===== config.mk =====
export PLATFORM = sky130hd
export DESIGN_NAME = grm_queue
export DESIGN_NICKNAME = d
export VERILOG_FILES = /design/src/grm_pkg.sv /design/src/grm_queue.sv
export SDC_FILE = /design/constraint.sdc
export NUM_CORES = 1
export LEC_CHECK = 0
export BUFFER_PORTS_ARGS = -buffer_cell sky130_fd_sc_hd__buf_2
export CORE_MARGIN = 2
export CORE_UTILIZATION = 30
export CTS_CLUSTER_SIZE = 16
export DETAILED_ROUTE_END_ITERATION = 12
export PLACE_DENSITY_LB_ADDON = 0.15
export SYNTH_ARGS = -nofsm -noshare
export SYNTH_HDL_FRONTEND = slang
export SYNTH_SLANG_ARGS = --single-unit

===== constraint.sdc =====
create_clock -name clk -period 4 [get_ports clk]
set_input_delay 0.8 -clock clk [delete_from_list [all_inputs] [get_ports clk]]
set_output_delay 0.8 -clock clk [all_outputs]
set_load 0.05 [all_outputs]

===== src/grm_pkg.sv =====
// ----------------------------------------------------------------------------
// grm_pkg
// Shared types and constants for the greedy rainbow matching block.
// ----------------------------------------------------------------------------
package grm_pkg;

	// Table sizes are powers of two, so indices reduce by dropping high bits
	localparam int VERTEX_COUNT = 65536;
	localparam int COLOR_COUNT  = 1024;
	localparam int VTX_W        = $clog2(VERTEX_COUNT);
	localparam int COL_W        = $clog2(COLOR_COUNT);

	localparam int VIN_W = 16;
	localparam int CIN_W = 10;
	localparam int ID_W  = 32;
	localparam int CNT_W = 11;
	localparam logic [CNT_W-1:0] CNT_MAX = '1;

	// Tag per table entry; an entry is used when its tag equals the epoch
	localparam int EPOCH_W = 8;
	localparam logic [EPOCH_W-1:0] EPOCH_FIRST = EPOCH_W'(1);
	localparam logic [EPOCH_W-1:0] EPOCH_LAST  = '1;
	localparam logic [EPOCH_W-1:0] EPOCH_NONE  = '0;

	localparam int QUEUE_DEPTH = 4;
	localparam int QPTR_W      = $clog2(QUEUE_DEPTH);

	typedef enum logic [2:0] {
		STATUS_MATCHED     = 3'd0,
		STATUS_COLOUR_USED = 3'd1,
		STATUS_ENDPOINT    = 3'd2,
		STATUS_LOOP        = 3'd3,
		STATUS_CLEARED     = 3'd4
	} status_t;

	typedef enum logic [1:0] {
		KIND_EDGE  = 2'd0,
		KIND_LOOP  = 2'd1,
		KIND_CLEAR = 2'd2
	} kind_t;

	typedef enum logic [1:0] {
		MODE_SWEEP  = 2'd0,
		MODE_SETTLE = 2'd1,
		MODE_RUN    = 2'd2
	} mode_t;

	typedef struct packed {
		kind_t             kind;
		logic [VTX_W-1:0]  vtx_a;
		logic [VTX_W-1:0]  vtx_b;
		logic [COL_W-1:0]  col;
		logic [ID_W-1:0]   edge_id;
	} item_t;

	typedef struct packed {
		logic full;
		logic empty;
	} q_stat_t;

endpackage


===== src/grm_queue.sv =====
// ----------------------------------------------------------------------------
// grm_queue
// Short FIFO between the classifying front and the table back end.
// ----------------------------------------------------------------------------
module grm_queue import grm_pkg::*; (
	input  logic    clk,
	input  logic    arst_n,
	input  logic    push,
	input  item_t   push_item,
	input  logic    pop,
	output item_t   head,
	output q_stat_t qs
);

	item_t             mem_q [QUEUE_DEPTH];
	logic [QPTR_W-1:0] wr_ptr_q;
	logic [QPTR_W-1:0] rd_ptr_q;
	logic [QPTR_W:0]   fill_q;

	assign head     = mem_q[rd_ptr_q];
	assign qs.full  = (fill_q == (QPTR_W+1)'(QUEUE_DEPTH));
	assign qs.empty = (fill_q == '0);

	always_ff @(posedge clk or negedge arst_n) begin
		if (!arst_n) begin
			wr_ptr_q <= '0;
			rd_ptr_q <= '0;
			fill_q   <= '0;
		end else begin
			if (push) begin
				wr_ptr_q <= wr_ptr_q + 1'b1;
			end
			if (pop) begin
				rd_ptr_q <= rd_ptr_q + 1'b1;
			end
			if (push && !pop) begin
				fill_q <= fill_q + 1'b1;
			end else if (pop && !push) begin
				fill_q <= fill_q - 1'b1;
			end
		end
	end

	always_ff @(posedge clk) begin
		if (push) begin
			mem_q[wr_ptr_q] <= push_item;
		end
	end

endmodule


## Word level (Yosys, flattened, before mapping)

Memories as Yosys holds them, arrays and structs flattened.
Index checks and enable logic that the tools add are counted.

| cells by class | value |
|---|---|
| reduce and logical (&&, ||, !) cells | 6 |
| muxes and demuxes | 4 |
| eq/ne operators | 1 |
| add/sub/neg operators | 4 |

Operators with widths:

| kind | count |
|---|---|
| 3-bit two-way mux | 2 |
| 2-bit by 1-bit adder with 2-bit output (second input constant) | 2 |
| 3-bit by 1-bit adder with 3-bit output (second input constant) | 1 |
| 3-bit equality test (second input constant) | 1 |
| 3-bit zero test | 1 |
| 3-bit by 1-bit subtractor with 3-bit output (second input constant) | 1 |
| 1-bit logical AND | 2 |
| 1-bit zero test | 2 |
| 1-bit two-way mux | 2 |
| 2-bit nonzero test | 1 |

| storage, ports and cells | value |
|---|---|
| logic and storage cells | 19 |
| RAM bits | 304 |
| memories kept | 1 |
| bits of input ports | 80 |
| bits in registers | 7 |

Memories:

| name | words | bits a word | rd ports | clocked after memory_dff | wr ports | line | RTL |
|---|---|---|---|---|---|---|---|
| mem_q | 4 | 76 | 1 | 0 | 1 | grm_queue.sv:15 | `item_t mem_q [QUEUE_DEPTH];` |

## Logic depth before layout (Yosys ltp)

| logic depth | value |
|---|---|
| depth after elaboration | 4 |
| gate-level depth with buffers | 7 |
| gate-level depth less buffers | 7 |

## Worst setup path before layout

No wires, ideal clock.

| timing path | value |
|---|---|
| kind | input to register |
| start point | input port push |
| end point | memory mem_q[1][0] (netlist bit) (enable) |
| required time | 3.558 ns |
| path buffers | 0 |
| arrival time | 2.574 ns |
| stages on the path | 1 |
| path slack | 0.984 ns |
| path through | and2_1 |

| between the ends | value |
|---|---|
| cells in the longest elaborated chain, start to end | 2 |

RTL lines:

| item | line | RTL |
|---|---|---|
| start: declaration | grm_queue.sv:8 | `input logic push,` |
| 1-bit two-way mux | grm_queue.sv:45 | `if (push) begin` |
| 1-bit two-way mux (implied by the code) | grm_queue.sv:46 | `mem_q[wr_ptr_q] <= push_item;` |
| end: declaration | grm_queue.sv:15 |  |

No other way between the ends.

==> impl_metrics.csv <==
group,metric,value,unit
outcome,outcome,"complete, no violations",
floorplanning,fp-row-count,71,
place,place_hpwl,13500,um
detailed_routing,final_antenna_net_count,0,
cts,numCtsBuffers,37,
floorplanning,dieWidth,199,um
sta,rsz0062_at_grt,"no",
pwr,switching_power,4600,uW
layout,final_common_cell,"edfxtp_1",
layout,fin_util,37.4,%
place,place_congestion,0.668,
sta,tightest_slew,779,ps
worst_setup_path,crit_chain,"buf_4, mux4_2, buf_2",
worst_setup_path,start_kind,"flop",
place,numPlacedInstances,1089,
floorplanning,core_area,0.0375,mm2
pwr,power.share.clock,27.2,%
sta,post-route-period-util,85.5,%
hold_path,worst_hold_path_type,"primary input to asynchronous set/reset pin",
sta,fin_skew,19.8,ps
pwr,seqPwrFrac,37.5,%
logic_synthesis,synth_area_per_cell,26.3,um2
cts,clk_pin_slew,60,ps
sta,timing.hold.ws,95.4,ps
detailed_routing,via_per_inst,4.40,
worst_setup_path,worst_ep_arrival_time,2620,ps
detailed_routing,routedWlPerCell,20.1,um
run,max-cap-violations,0,
logic_synthesis,synthesis.area,0.0114,mm2
worst_setup_path,ff2ff_setup_slack,1990,ps
cts,tritoncts_num_sinks,311,
pwr,internal_power,7600,uW
grt,grt_max_degree,43,
cts,cts_setup_buffers,0,
worst_setup_path,end_kind,"primary output",
layout,stdcell_count,1156,
layout,area_delta_synth_final,23.3,%
floorplanning,chipHeight,199,um
grt,grtUsageTotal,12.1,%
floorplanning,start_util,30.3,%
cts,cts_tree,"done",
logic_synthesis,ys_ff_latch,311,
worst_setup_path,cp_max_fo,25,
cts,cts_resized,0,
sta,fin_crit,3420,ps
sta,tns,0,ps
layout,drive_above_1_share,46.7,%
detailed_routing,vias,5084,
grt,grt_pass1_vias,5675,
cts,clkLatencyLatePin,540,ps
worst_setup_path,cp_slowest_cell,"dfrtp_4",
floorplanning,dieArea,0.0395,mm2
pwr,powerDensity,870,mW/mm2
detailed_routing,drc,0,
sta,max_slew_margin,48.0,%
worst_setup_path,r2r_cells,4,
logic_synthesis,ys_types,21,
logic_synthesis,syn_inst,432,
logic_synthesis,syn-num-nets,518,
pwr,peakVddDrop,0.000394,V
sta,finalSetupViolCount,0,
worst_setup_path,worstSetupPathType,"flop to primary output",
cts,htree_levels,2,
detailed_routing,drt_first_pass_iters,4,
worst_setup_path,critical-path-max-stage-delay,790,ps
layout,fin_area,0.0140,mm2
grt,overflow,0,
floorplanning,ios,158,
logic_synthesis,yosys_warnings,0,
layout,nets,703,
detailed_routing,dr.first_iter.drc_count,203,
grt,grt_pass1_wl,34500,um
logic_synthesis,ys_seq_area_share,81.8,%
pwr,p_sw_share,37.7,%
sta,finalHoldViolations,0,
grt,antenna_found_initial,2,
cts,ctsHoldBuffers,0,
place,io_buffers,157,
sta,fmax,0.292,GHz
cts,root_buffer,"clkbuf_16",
worst_setup_path,required,3200,ps
pwr,leakagePower,0.00474,uW
cts,clock_path_buffers,3,
place,placed_cell_area,0.0128,mm2
pwr,combinationalPowerShare,35.3,%
sta,final_max_slew_viol_count,0,
layout,layout_common_cells,"304 x edfxtp_1, 157 x buf_2, 76 x mux4_2",
detailed_routing,drt-total-wl,23200,um
[final timing paths]
kind / end / start
max: head[27] / rd_ptr_q[0]
min: wr_ptr_q[1] / arst_n
max reg2reg: mem_q[0][29] / wr_ptr_q[0]
min reg2reg: fill_q[2] / fill_q[2]
max in group asynchronous: rd_ptr_q[1] / arst_n
min in group clk: mem_q[2][16] / push_item[16]
[through the flow]
step | setup WS, ps | total power [uW]
2_1_floorplan | 984 | 8000
3_3_place_gp | 1070 | 9010
3_5_place_dp | 1070 | 9080
4_1_cts | 456 | 12500
5_1_grt | 364 | 12700
6_report | 581 | 12200
[sequential cells by signal (all words and copies together), names as in the netlist]
signal	count
mem_q	304
fill_q	3
rd_ptr_q	2
wr_ptr_q	2
[power groups by stage]
stage	Sequential, uW	Clock (uW)	Combinational, uW
global placement	4620	0	4390
CTS	4600	3440	4420
finish	4580	3320	4300
detailed placement	4660	0	4420
global route	4650	3570	4530
floorplan	4460	0	3540
[metal layers]
layer	vias up	share of wire [%]	wire length, um	GRT usage (%)
li1	2235	-	-	-
met1	2683	42	9790	14.7
met2	129	50	11600	20.3
met3	35	5.8	1350	3.88
met4	2	2.0	462	4.31
met5	-	0.056	13	0
[synth_stat cells]
cell	instances	area [um2]
edfxtp_1	304	9130
clkbuf_1	3	11.3
ha_1	5	62.6
nor2_1	1	3.75
mux4_2	76	1710
inv_1	4	15.0
dfrtp_1	7	175
xnor2_1	2	17.5
buf_4	3	22.5
nor3_1	1	5.00
fa_1	1	20.0
buf_2	8	40.0
buf_6	1	11.3
nand2_1	2	7.51
xor2_1	4	35.0
and2_1	4	25.0
o21ai_0	1	5.00
mux2_2	1	11.3
buf_12	2	40.0
buf_8	1	15.0
nor3b_1	1	7.51
[kinds of logic after synthesis]
group / Yosys count / share of synthesized area (%)
xor gates and xnor gates: 6 / 0.462
buffers and inverters: 22 / 1.36
adders and majority gates: 6 / 0.726
and+or+nand+nor: 9 / 0.429
DFF: 311 / 81.8
AOI/OAI and AO/OA: 1 / 0.0440
muxes: 77 / 15.2
[area by class of cell]
class,count,area [um2]
tap,511,639
clock inverter,23,272
antenna,1,2.50
clock buffer,43,948
timing repair buffer,164,913
inverter,4,15.0
multi-input combinational,99,1920
fill,3441,23500
sequential,311,9310
[critical path, delay by kind of cell, from the launching register on]
| family | cells | cell delay, ps |
|---|---|---|
| buffers and inverters | 2 | 690 |
| DFF | 1 | 790 |
| muxes | 1 | 580 |
No activity file was read; power rests on OpenSTA's default activity.
