[config.mk]
export PLATFORM = sky130hd
export DESIGN_NAME = grm_front
export DESIGN_NICKNAME = d
export VERILOG_FILES = /design/src/grm_pkg.sv /design/src/grm_front.sv
export SDC_FILE = /design/constraint.sdc
export NUM_CORES = 1
export LEC_CHECK = 0
export BUFFER_PORTS_ARGS = -buffer_cell sky130_fd_sc_hd__buf_2
export CELL_PAD_IN_SITES_DETAIL_PLACEMENT = 0
export CELL_PAD_IN_SITES_GLOBAL_PLACEMENT = 1
export CORE_MARGIN = 1.5
export CORE_UTILIZATION = 30
export CTS_BUF_LIST = sky130_fd_sc_hd__clkbuf_16
export CTS_CLUSTER_SIZE = 10
export DETAILED_ROUTE_END_ITERATION = 12
export PLACE_DENSITY_LB_ADDON = 0.1
export SYNTH_ARGS = -nofsm -noshare
export SYNTH_HDL_FRONTEND = slang
export SYNTH_SLANG_ARGS = --single-unit
[constraint.sdc]
create_clock -name clk -period 4.2 [get_ports clk]
set_clock_uncertainty 0.1 [all_clocks]
set_input_delay 0.84 -clock clk [delete_from_list [all_inputs] [get_ports clk]]
set_output_delay 0.84 -clock clk [all_outputs]
set_load 0.02 [all_outputs]
[src/grm_pkg.sv]
// ----------------------------------------------------------------------------
// grm_pkg
// Shared types and constants for the greedy rainbow matching block.
// ----------------------------------------------------------------------------
package grm_pkg;

	// Table sizes are powers of two, so indices reduce by dropping high bits
	localparam int VERTEX_COUNT = 65536;
	localparam int COLOR_COUNT  = 1024;
	localparam int VTX_W        = $clog2(VERTEX_COUNT);
	localparam int COL_W        = $clog2(COLOR_COUNT);

	localparam int VIN_W = 16;
	localparam int CIN_W = 10;
	localparam int ID_W  = 32;
	localparam int CNT_W = 11;
	localparam logic [CNT_W-1:0] CNT_MAX = '1;

	// Tag per table entry; an entry is used when its tag equals the epoch
	localparam int EPOCH_W = 8;
	localparam logic [EPOCH_W-1:0] EPOCH_FIRST = EPOCH_W'(1);
	localparam logic [EPOCH_W-1:0] EPOCH_LAST  = '1;
	localparam logic [EPOCH_W-1:0] EPOCH_NONE  = '0;

	localparam int QUEUE_DEPTH = 4;
	localparam int QPTR_W      = $clog2(QUEUE_DEPTH);

	typedef enum logic [2:0] {
		STATUS_MATCHED     = 3'd0,
		STATUS_COLOUR_USED = 3'd1,
		STATUS_ENDPOINT    = 3'd2,
		STATUS_LOOP        = 3'd3,
		STATUS_CLEARED     = 3'd4
	} status_t;

	typedef enum logic [1:0] {
		KIND_EDGE  = 2'd0,
		KIND_LOOP  = 2'd1,
		KIND_CLEAR = 2'd2
	} kind_t;

	typedef enum logic [1:0] {
		MODE_SWEEP  = 2'd0,
		MODE_SETTLE = 2'd1,
		MODE_RUN    = 2'd2
	} mode_t;

	typedef struct packed {
		kind_t             kind;
		logic [VTX_W-1:0]  vtx_a;
		logic [VTX_W-1:0]  vtx_b;
		logic [COL_W-1:0]  col;
		logic [ID_W-1:0]   edge_id;
	} item_t;

	typedef struct packed {
		logic full;
		logic empty;
	} q_stat_t;

endpackage

[src/grm_front.sv]
// ----------------------------------------------------------------------------
// grm_front
// Input stage: takes edges and commands, reduces indices and classifies them.
// ----------------------------------------------------------------------------
module grm_front import grm_pkg::*; (
	input  logic              clk,
	input  logic              arst_n,
	input  logic              in_valid,
	output logic              in_stall,
	input  logic              command,
	input  logic [VIN_W-1:0]  vertex_a,
	input  logic [VIN_W-1:0]  vertex_b,
	input  logic [CIN_W-1:0]  colour,
	input  logic [ID_W-1:0]   edge_id,
	input  q_stat_t           qs,
	output logic              push,
	output item_t             push_item
);

	logic  valid_s1;
	item_t item_s1;
	item_t item_new;
	logic  take;

	always_comb begin
		item_new.vtx_a   = vertex_a[VTX_W-1:0];
		item_new.vtx_b   = vertex_b[VTX_W-1:0];
		item_new.col     = colour[COL_W-1:0];
		item_new.edge_id = edge_id;
		if (command) begin
			item_new.kind = KIND_CLEAR;
		end else if (vertex_a[VTX_W-1:0] == vertex_b[VTX_W-1:0]) begin
			item_new.kind = KIND_LOOP;
		end else begin
			item_new.kind = KIND_EDGE;
		end
	end

	assign push      = valid_s1 && !qs.full;
	assign in_stall  = valid_s1 && qs.full;
	assign take      = in_valid && !in_stall;
	assign push_item = item_s1;

	always_ff @(posedge clk or negedge arst_n) begin
		if (!arst_n) begin
			valid_s1 <= 1'b0;
		end else if (take) begin
			valid_s1 <= 1'b1;
		end else if (push) begin
			valid_s1 <= 1'b0;
		end
	end

	always_ff @(posedge clk) begin
		if (take) begin
			item_s1 <= item_new;
		end
	end

endmodule

Yosys cells after proc, flatten, opt, wreduce, memory -nomap -nowiden:

Cells that the tools add are included.

* input port bits: 80
* flip-flop bits (word level): 77
* output and inout port bits: 78

* equal/unequal tests: 1
* reduce and logical (&&, ||, !) cells: 6
* multiplexer cells: 3

Operators with widths (count)
* == test 16 bit: 1
* logical AND 1 bit: 3
* 2-to-1 mux 1 bit: 3
* logical NOT 1 bit: 2
* nonzero test 2 bit: 1

Depth between registers and ports, before layout:

Gate-level depths: netlist of run 1.

* depth after elaboration: 4
* gate-level depth with buffers: 4
* gate-level depth less buffers: 4

Least setup slack after synthesis of run 1:

Ideal clock, no wire load.

* kind: input port to flip-flop
* start point: input qs[1] (netlist bit)
* end point: register item_s1 (netlist bit push_item[0]) (enable)
* cell stages on the path: 2
* data required time: 3582 ps
* path slack: -870 ps
* path buffers: 0
* arrival: 4452 ps
* setup time: 518 ps
* cell sequence: and2_1 > nor2b_1

* word-level cells in the longest chain between the ends: 3

Ends and longest elaborated chain
* start: declaration: RTL line grm_front.sv:15 `input q_stat_t qs,`
* logical AND 1 bit: RTL line grm_front.sv:40 `assign in_stall = valid_s1 && qs.full;`
* logical NOT 1 bit: RTL line grm_front.sv:41 `assign take = in_valid && !in_stall;`
* logical AND 1 bit: RTL line grm_front.sv:41
* via take: RTL line grm_front.sv:23 `logic take;`
* end signal: assignment: RTL line grm_front.sv:56 `item_s1 <= item_new;`
* end: declaration: RTL line grm_front.sv:21 `item_t item_s1;`

The timed path passes the listed nets, and every way through them passes these cells.
A chain may end at the register's enable or synchronous reset.

Worst setup path after layout of run 1:

* start point: input qs[1] (netlist bit)
* end point: register item_s1 (netlist bit push_item[46]) (enable)

Same word-level chain as after synthesis.

==> flow_metrics.py, run 1 <==
metrics = {
    "clock_network": {
        "h-tree-depth": 3,
        "cts.clk_slew.worst_paths_ns": 0.06,
        "clock_path_buffers": 2,
        "cts_resized": 0,
        "numCtsBuffers": 9,
        "clock_sinks": 77,
        "tritoncts": "yes",
        "cts_setup_buffers": 0,
        "cts-root-buf": "clkbuf_16",
        "postCtsHoldBufs": 0,
        "clk-insertion-delay-late_ns": 0.32,
    },
    "final_layout": {
        "final_layout_size_suffix_gt1_share_pct": 62.45,
        "layout.nets": 352,
        "multi_input_area_um2": 212.7,
        "syn2layout_area_growth_pct": 48.46,
        "nFillCells": 768,
        "antenna-diode-count": 0,
        "seq_area_mm2": 0.002307,
    },
    "power": {
        "totalPowerFinal_uw": 1796,
        "p_clk_share_pct": 40.2,
        "pwr_density_cell_mw_per_mm2": 481.6,
        "p_leak_uw": 0.001588,
        "sw_frac_of_total_pct": 21.62,
        "power_frac_seq_pct": 50.3,
        "ir_worst_vdd_mv": 0.2087,
        "p_comb_share_pct": 9.5,
        "p_sw_uw": 388.3,
        "p_int_uw": 1408,
    },
    "flow_run": {
        "max_cap_viol_count": 0,
    },
    "setup_path": {
        "endpoint_kind": "flop",
        "reg2reg_slack_ns": 2.19,
        "worstSetupPathType": "in -> reg",
        "startpoint_type": "input port",
        "cp_max_fo": 28,
        "required_ns": 4.08,
        "arrival_ns": 2.15,
    },
    "sta": {
        "setup_tns_ns": 0,
        "min_period_over_period_pct": 54.01,
        "period_needed_ns": 2.269,
        "tightest_slew_ns": 0.6411,
        "report.final.setup_viol": 0,
        "hold_viol": 0,
        "fmax_ghz": 0.4408,
        "slew_viol_final": 0,
        "slew_headroom_pct": 57.17,
        "hold_slack_ns": 0.1831,
        "rsz0062_at_grt": "no",
    },
    "synth": {
        "synthDistinctLibCells": 10,
        "ys_seq_area_share_pct": 91.83,
        "yosys_warnings": 0,
        "syn_nets": 183,
        "synth_top_cell_area_share_pct": 90.84,
        "synthCells": 103,
        "synth.avg_cell_area_um2": 24.39,
        "ys_ff_latch": 77,
        "synth_top_cell_by_area": "edfxtp_1",
        "synth_area_mm2": 0.002512,
        "synth_area_leaders": "edfxtp_1 91%, xor2_1 5.6%, dfrtp_1 1.0%, nor4_1 0.75%, nor2b_1 0.50%",
    },
    "placement": {
        "port_buffers": 156,
        "gp_congestion": 0.6798,
        "dpl.hpwl_mm": 4.097,
    },
    "drt": {
        "drt.antenna.violating_nets": 0,
        "drc": 0,
        "drt-initial-drc-count": 34,
        "vias": 1538,
        "avgViaCountPerCell": 4.026,
        "dr.pass1.iters": 4,
        "routedWlPerCell_um": 14.04,
        "totalWireLength_mm": 5.362,
    },
    "floorplanning": {
        "die_w_um": 94.52,
        "dieHeight_um": 94.52,
        "dieArea_mm2": 0.008933,
        "initial_utilization_pct": 30.73,
        "num_io_pins": 158,
        "coreArea_mm2": 0.008175,
        "core.rowCount": 33,
    },
    "global_routing": {
        "grt_max_degree": 29,
        "grt_pass1_vias": 1570,
        "antenna_found_initial": 0,
        "grtUsageTotal_pct": 11.95,
        "grt_pass1_wl_mm": 7.576,
        "overflow": 0,
    },
    "min_path": {
        "holdCritPathClass": "in -> async",
    },
    "run_status": {
        "outcome": "complete, no violations",
    },
}
[power by group through the flow]
stage          Combinational [µW]  Clock [µW]  Sequential [µW]
2_1_floorplan                28.3           0              977
3_3_place_gp                  173           0              919
3_5_place_dp                  173           0              920
4_1_cts                       174         746              905
5_1_grt                       184         777              908
6_report                      170         722              904
[layout by cell type (no fill, tap or decap), drive strengths merged]
master	n
xor2	16
clkbuf	9
or2	1
and2	1
nor2b	2
buf	158
bufinv	1
inv	1
dfrtp	1
edfxtp	76
nor3	2
nor4	3
nand4	1
clkinvlp	1
clkinv	4
[Yosys cell counts (all sizes together)]
cell type and number:
nor3 2, xor2 16, edfxtp 76, and2 1
dfrtp 1, or2 1, nor4 3, nor2b 2
nand4 1
[worst paths after layout]
check	from	cells past startpoint	end
max	qs[1]	4	push_item[46]$_DFFE_PP_
min reg2reg	valid_s1$_DFFE_PN0P_	2	valid_s1$_DFFE_PN0P_
max in group asynchronous	arst_n	1	valid_s1$_DFFE_PN0P_
min in group clk	edge_id[2]	1	push_item[2]$_DFFE_PP_
min	arst_n	1	valid_s1$_DFFE_PN0P_
max reg2reg	valid_s1$_DFFE_PN0P_	3	push_item[46]$_DFFE_PP_
[logic make-up (layout without fill, tap and decap cells)]
family | after synthesis | in the layout | share of synthesized area, %
buffers and inverters | 0 | 174 | 0
xor gates and xnor gates | 16 | 16 | 5.578
DFF | 77 | 77 | 91.83
and+or+nand+nor | 10 | 10 | 2.590
[per-stage QoR]
step	cells	area (µm²)	utilization, %	setup slack, ns
2_1_floorplan	103	2515	-	0.5809
3_3_place_gp	366	3447	42.16	1.554
3_5_place_dp	366	3447	42.16	1.553
4_1_cts	382	3730	45.62	1.888
5_1_grt	382	3730	45.62	1.802
6_report	382	3730	45.62	1.931
[worst max-delay path, cell delays in order]
cell	delay (ns)
buf_2	0.10
and2_1	0.19
nor2b_4	0.53
buf_4	0.46
[sequential cells by signal (all words and copies together), names as in the netlist]
| name | flops |
|---|---|
| push_item | 76 |
| valid_s1 | 1 |
[metal layers]
| layer | share of wire, % | global-route usage [%] | routed length, µm |
|---|---|---|---|
| met1 | 38 | 12.79 | 2013 |
| met2 | 50 | 19.90 | 2707 |
| met3 | 11 | 4.992 | 584 |
| met4 | 1.1 | 6.716 | 57 |
| met5 | 0 | 0 | 0 |
[cell type report]
cell class	count	share of cell area, %
timing repair buffer	158	21.34
clock buffer	9	6.038
clock inverter	7	1.543
sequential	77	61.86
multi-input combinational	26	5.703
tap	105	3.522
(Power assumes the default switching activity.)
==> run 2, diff against run 1 <==
- CORE_UTILIZATION: 30 -> 33
- clock period: 4.2 -> 2.1 ns (I/O delays scaled with it)
==> run 2 against run 1 <==
  * Wire length is 4.0% lower
  * Critical path type is now reg -> out
  * First-iteration DRC count increased by 74%
  * Combinational power up 100%
  * Sequential power increased by 100%
  * Non-clock buffer count up 1
  * Largest power group unchanged
==> flow_metrics.py, run 2 (synthesized netlist as in run 1, its figures left out) <==
metrics = {
    "global_routing": {
        "grt_max_degree": 56,
        "grtUsageTotal_pct": 12.90,
        "overflow": 0,
        "grt_pass1_vias": 1496,
        "grt_pass1_wl_mm": 7.810,
        "antenna_found_initial": 0,
    },
    "sta": {
        "rsz0062_at_grt": "no",
        "slew_viol_final": 0,
        "hold_viol": 0,
        "report.final.setup_viol": 0,
        "fmax_ghz": 0.6548,
        "hold_slack_ns": 0.1712,
        "slew_headroom_pct": 71.47,
        "period_needed_ns": 1.527,
        "min_period_over_period_pct": 72.73,
        "tightest_slew_ns": 0.4240,
    },
    "drt": {
        "drt-initial-drc-count": 59,
        "avgViaCountPerCell": 4.103,
        "dr.pass1.iters": 4,
        "vias": 1547,
        "routedWlPerCell_um": 13.65,
        "totalWireLength_mm": 5.145,
        "drc": 0,
        "drt.antenna.violating_nets": 0,
    },
    "power": {
        "ir_worst_vdd_mv": 0.4237,
        "p_clk_share_pct": 40.6,
        "sw_frac_of_total_pct": 21.83,
        "p_comb_share_pct": 9.5,
        "p_int_uw": 2832,
        "pwr_density_cell_mw_per_mm2": 964.3,
        "p_sw_uw": 790.8,
        "power_frac_seq_pct": 49.9,
        "p_leak_uw": 0.001601,
    },
    "min_path": {
        "min_from": "edge_id[7]",
        "holdCritPathClass": "in -> reg",
        "holdPathStages": 1,
        "hold_end": "push_item[7]$_DFFE_PP_",
    },
    "floorplanning": {
        "core.rowCount": 31,
        "num_io_pins": 158,
        "die_w_um": 90.26,
        "dieArea_mm2": 0.008146,
        "coreArea_mm2": 0.007292,
        "initial_utilization_pct": 34.45,
        "dieHeight_um": 90.26,
    },
    "setup_path": {
        "reg2reg_slack_ns": 0.61,
        "slowest_stage": "dfrtp_1",
        "timing.rr.start": "valid_s1$_DFFE_PN0P_",
        "required_ns": 1.58,
        "worstSetupPathType": "reg -> out",
        "arrival_ns": 1.01,
        "path_cells": "and2_4, buf_2",
        "startpoint_type": "flop",
        "cp_max_fo": 3,
        "r2r_cells": 3,
        "r2r_end": "push_item[29]$_DFFE_PP_",
        "cpPeakStageDelay_ns": 0.38,
        "endpoint_kind": "output pin",
    },
    "clock_network": {
        "cts-root-buf": "clkbuf_16",
        "numCtsBuffers": 9,
        "clock_sinks": 77,
        "clk-insertion-delay-late_ns": 0.32,
        "cts_setup_buffers": 0,
        "h-tree-depth": 3,
        "tritoncts": "yes",
        "cts.clk_slew.worst_paths_ns": 0.06,
        "clock_path_buffers": 2,
    },
    "run_status": {
        "outcome": "complete, no violations",
    },
    "placement": {
        "dpl.hpwl_mm": 3.822,
        "gp_congestion": 0.7703,
        "port_buffers": 156,
    },
    "final_layout": {
        "syn2layout_area_growth_pct": 49.55,
        "utilization_pct": 51.53,
        "layout_common_cells": "156 x buf_2, 76 x edfxtp_1, 16 x xor2_1",
        "layout.nets": 353,
        "final_common_cell": "buf_2",
        "antenna-diode-count": 0,
        "largest_register_ffs": 76,
        "final_layout_size_suffix_gt1_share_pct": 63.67,
    },
    "flow_run": {
        "max_cap_viol_count": 0,
    },
}
run 2: cell types whose count changed in the layout (fill, tap and decap cells not counted):
cell           before  now
clkinv_1            3    0
and2_1              1    0
and2_4              0    1
buf_12              0    1
buf_4               2    1
clkinv_2            1    2
clkinv_4            0    1
clkinvlp_4          1    2
dlygate4sd3_1       0    1
run 2: area by class of cell:
cell class / instances / area (µm²)
Clock buffer: 9 / 225.2
Clock inverter: 7 / 67.56
Fill cell: 658 / 3535
Multi-Input combinational cell: 26 / 215.2
Sequential cell: 77 / 2307
Tap cell: 99 / 123.9
Timing Repair Buffer: 159 / 818.3
run 2: how the worst max path moves through the flow:
stage,end,from,cells past startpoint,slack [ns]
after floorplan,push_item[0]$_DFFE_PP_,qs[1],2,-0.16
after global placement,push_item[74]$_SDFFCE_PP0P_,vertex_b[13],5,0.43
after detailed placement,push_item[74]$_SDFFCE_PP0P_,vertex_b[13],5,0.40
after CTS,in_stall,valid_s1$_DFFE_PN0P_,2,0.56
after global routing,push_item[43]$_DFFE_PP_,valid_s1$_DFFE_PN0P_,3,0.54
final,in_stall,valid_s1$_DFFE_PN0P_,2,0.57
run 2: timing repair:
action	in CTS	in global routing
endpoints found under the hold margin	1	0
hold buffers	1	0
gates resized for setup	0	0
run 2: layer usage:
metal	routed length (µm)	GRT usage [%]
met5	0	0
met4	57	7.143
met3	404	4.377
met2	2533	20.33
met1	2149	15.54
run 2: critical path: cells and delay by family (launching register included):
family / cells / cell delay, ns
flip-flops: 1 / 0.38
buffers and inverters: 1 / 0.16
AND/OR/NAND/NOR: 1 / 0.16
run 2: power groups by stage:
stage	sequential [µW]	combinational [µW]	clock, µW
after global placement	1840	347	0
final	1810	346	1470
after CTS	1810	352	1530
after floorplan	1950	59.2	0
after detailed placement	1840	350	0
after global routing	1810	372	1580
run 2: stage by stage:
stage          cell area [µm²]  worst slack (ns)  setup TNS [ns]  total power, µW  instances
2_1_floorplan             2522           -0.1584          -12.04             2011        103
3_3_place_gp              3455            0.4301               0             2185        360
3_5_place_dp              3455            0.4042               0             2189        360
4_1_cts                   3757            0.5622               0             3685        377
5_1_grt                   3757            0.5383               0             3771        377
6_report                  3757            0.5728               0             3623        377
==> run 3, diff against run 2 <==
- CORE_UTILIZATION: 33 -> 30
- clock period: 2.1 -> 1.3 ns (I/O delays scaled with it)
==> run 3 against run 2 <==
  * The flow now finishes with violations (negative setup slack)
  * Total power grew 62%
  * Clock power grew 51%
  * Cell count grew 11%
  * Largest cell class unchanged
  * Highest routed layer unchanged
==> flow_metrics.py, run 3 (synthesized netlist as in run 1, its figures left out) <==
metrics = {
    "floorplanning": {
        "core.rowCount": 33,
        "initial_utilization_pct": 30.73,
        "num_io_pins": 158,
        "die_w_um": 94.52,
        "coreArea_mm2": 0.008175,
        "dieArea_mm2": 0.008933,
        "dieHeight_um": 94.52,
    },
    "sta": {
        "fmax_ghz": 0.7282,
        "hold_slack_ns": 0.01295,
        "layout_setup_ws_ns": -0.07318,
        "slew_headroom_pct": 76.47,
        "hold_viol": 0,
        "report.final.setup_viol": 78,
        "min_period_over_period_pct": 105.6,
        "tightest_slew_ns": 0.3497,
        "setup_tns_ns": -4.679,
        "slew_viol_final": 0,
        "rsz0062_at_grt": "yes",
        "period_needed_ns": 1.373,
    },
    "setup_path": {
        "required_ns": 1.24,
        "reg2reg_slack_ns": -0.07,
        "worstSetupPathType": "reg -> reg",
        "r2r_end": "push_item[20]$_DFFE_PP_",
        "endpoint_kind": "flop",
        "startpoint_type": "flop",
        "r2r_cells": 4,
        "arrival_ns": 1.32,
        "cp_max_fo": 8,
        "timing.rr.start": "valid_s1$_DFFE_PN0P_",
    },
    "final_layout": {
        "layout.nets": 389,
        "antenna-diode-count": 0,
        "nFillCells": 734,
        "fin_area_mm2": 0.004227,
        "layout_common_cells": "156 x buf_2, 76 x edfxtp_1, 24 x dlygate4sd3_1",
        "syn2layout_area_growth_pct": 68.23,
        "final_layout_size_suffix_gt1_share_pct": 60.19,
        "largest_register_ffs": 76,
        "final_common_cell": "buf_2",
    },
    "drt": {
        "drt.antenna.violating_nets": 0,
        "totalWireLength_mm": 5.989,
        "routedWlPerCell_um": 14.29,
        "dr.pass1.iters": 4,
        "drt-initial-drc-count": 27,
        "drc": 0,
        "avgViaCountPerCell": 4.129,
        "vias": 1730,
    },
    "flow_run": {
        "max_cap_viol_count": 0,
    },
    "global_routing": {
        "grtUsageTotal_pct": 13.31,
        "grt_max_degree": 22,
        "grt_pass1_wl_mm": 8.597,
        "grt_pass1_vias": 1698,
        "overflow": 0,
        "antenna_found_initial": 0,
    },
    "clock_network": {
        "clock_sinks": 77,
        "clk-insertion-delay-late_ns": 0.32,
        "tritoncts": "yes",
        "numCtsBuffers": 9,
        "h-tree-depth": 3,
        "clock_path_buffers": 2,
        "cts.clk_slew.worst_paths_ns": 0.06,
        "cts-root-buf": "clkbuf_16",
    },
    "power": {
        "totalPowerFinal_uw": 5877,
        "pwr_density_cell_mw_per_mm2": 1391,
        "ir_worst_vdd_mv": 0.6749,
        "p_leak_uw": 0.001801,
    },
    "placement": {
        "dpl.hpwl_mm": 3.980,
        "gp_congestion": 0.6567,
        "place_ws_ns": -0.3147,
        "placed_area_mm2": 0.003497,
        "port_buffers": 156,
    },
    "min_path": {
        "hold_end": "push_item[9]$_DFFE_PP_",
        "min_from": "edge_id[9]",
        "holdCritPathClass": "in -> reg",
        "holdPathStages": 1,
    },
    "run_status": {
        "violations": "negative setup slack",
        "outcome": "complete, but fails checks",
    },
}
run 3: changes by cell type in the layout (fill, tap and decap cells not counted), sizes merged:
cell | before | now
buf | 158 | 168
bufinv | 1 | 0
clkbuf | 9 | 12
clkinv | 3 | 2
clkinvlp | 2 | 3
dlygate4sd3 | 1 | 24
inv | 1 | 2
run 3: worst max path at each step:
stage / slack [ns] / to / startpoint / cells after the start
2_1_floorplan: -0.88 / push_item[0]$_DFFE_PP_ / valid_s1$_DFFE_PN0P_ / 2
3_3_place_gp: -0.28 / push_item[74]$_SDFFCE_PP0P_ / vertex_b[13] / 6
3_5_place_dp: -0.31 / push_item[74]$_SDFFCE_PP0P_ / vertex_b[13] / 6
4_1_cts: -0.07 / push_item[4]$_DFFE_PP_ / valid_s1$_DFFE_PN0P_ / 4
5_1_grt: -0.11 / push_item[20]$_DFFE_PP_ / valid_s1$_DFFE_PN0P_ / 4
6_report: -0.07 / push_item[20]$_DFFE_PP_ / valid_s1$_DFFE_PN0P_ / 4
run 3: timing repair:
| action | CTS | global route |
|---|---|---|
| endpoints found under the setup margin | 79 | 78 |
| gates resized for setup | 5 | 1 |
| setup buffers | 3 | 0 |
| gates cloned | 3 | 4 |
| endpoints found under the hold margin | 22 | 2 |
| hold buffers | 22 | 2 |
run 3: worst max-delay path, cell delays in order (launching register included):
cell	delay, ns
dfrtp_1	0.37
and2_4	0.15
nor2b_4	0.16
buf_12	0.16
clkbuf_16	0.16
run 3: layer usage:
metal  vias up  global-route usage [%]  routed length [µm]
li1        822                       -                   -
met1       808                   15.39                2316
met2        91                   21.76                2913
met3         9                   5.072                 667
met4         0                   6.343                  91
met5         -                       0                   0
run 3: power by group:
part | leakage [µW] | switching, µW | internal, µW
clock | 0.000124 | 942 | 1280
combinational | 0.000941 | 390 | 348
sequential | 0.000735 | 28.0 | 2890
total | 0.00180 | 1360 | 4520
run 3: cell type report:
| type | count | area (µm²) | area share (%) |
|---|---|---|---|
| Clock buffer | 9 | 225.2 | 5.329 |
| Clock inverter | 7 | 42.54 | 1.007 |
| Multi-Input combinational cell | 26 | 221.5 | 5.240 |
| Sequential cell | 77 | 2307 | 54.59 |
| Tap cell | 105 | 131.4 | 3.108 |
| Timing Repair Buffer | 195 | 1299 | 30.73 |
run 3: per-stage QoR:
| step | std cells | util (%) |
|---|---|---|
| floorplan | 103 | - |
| global placement | 369 | 42.78 |
| detailed placement | 369 | 42.78 |
| CTS | 413 | 50.31 |
| global route | 419 | 51.70 |
| finish | 419 | 51.70 |
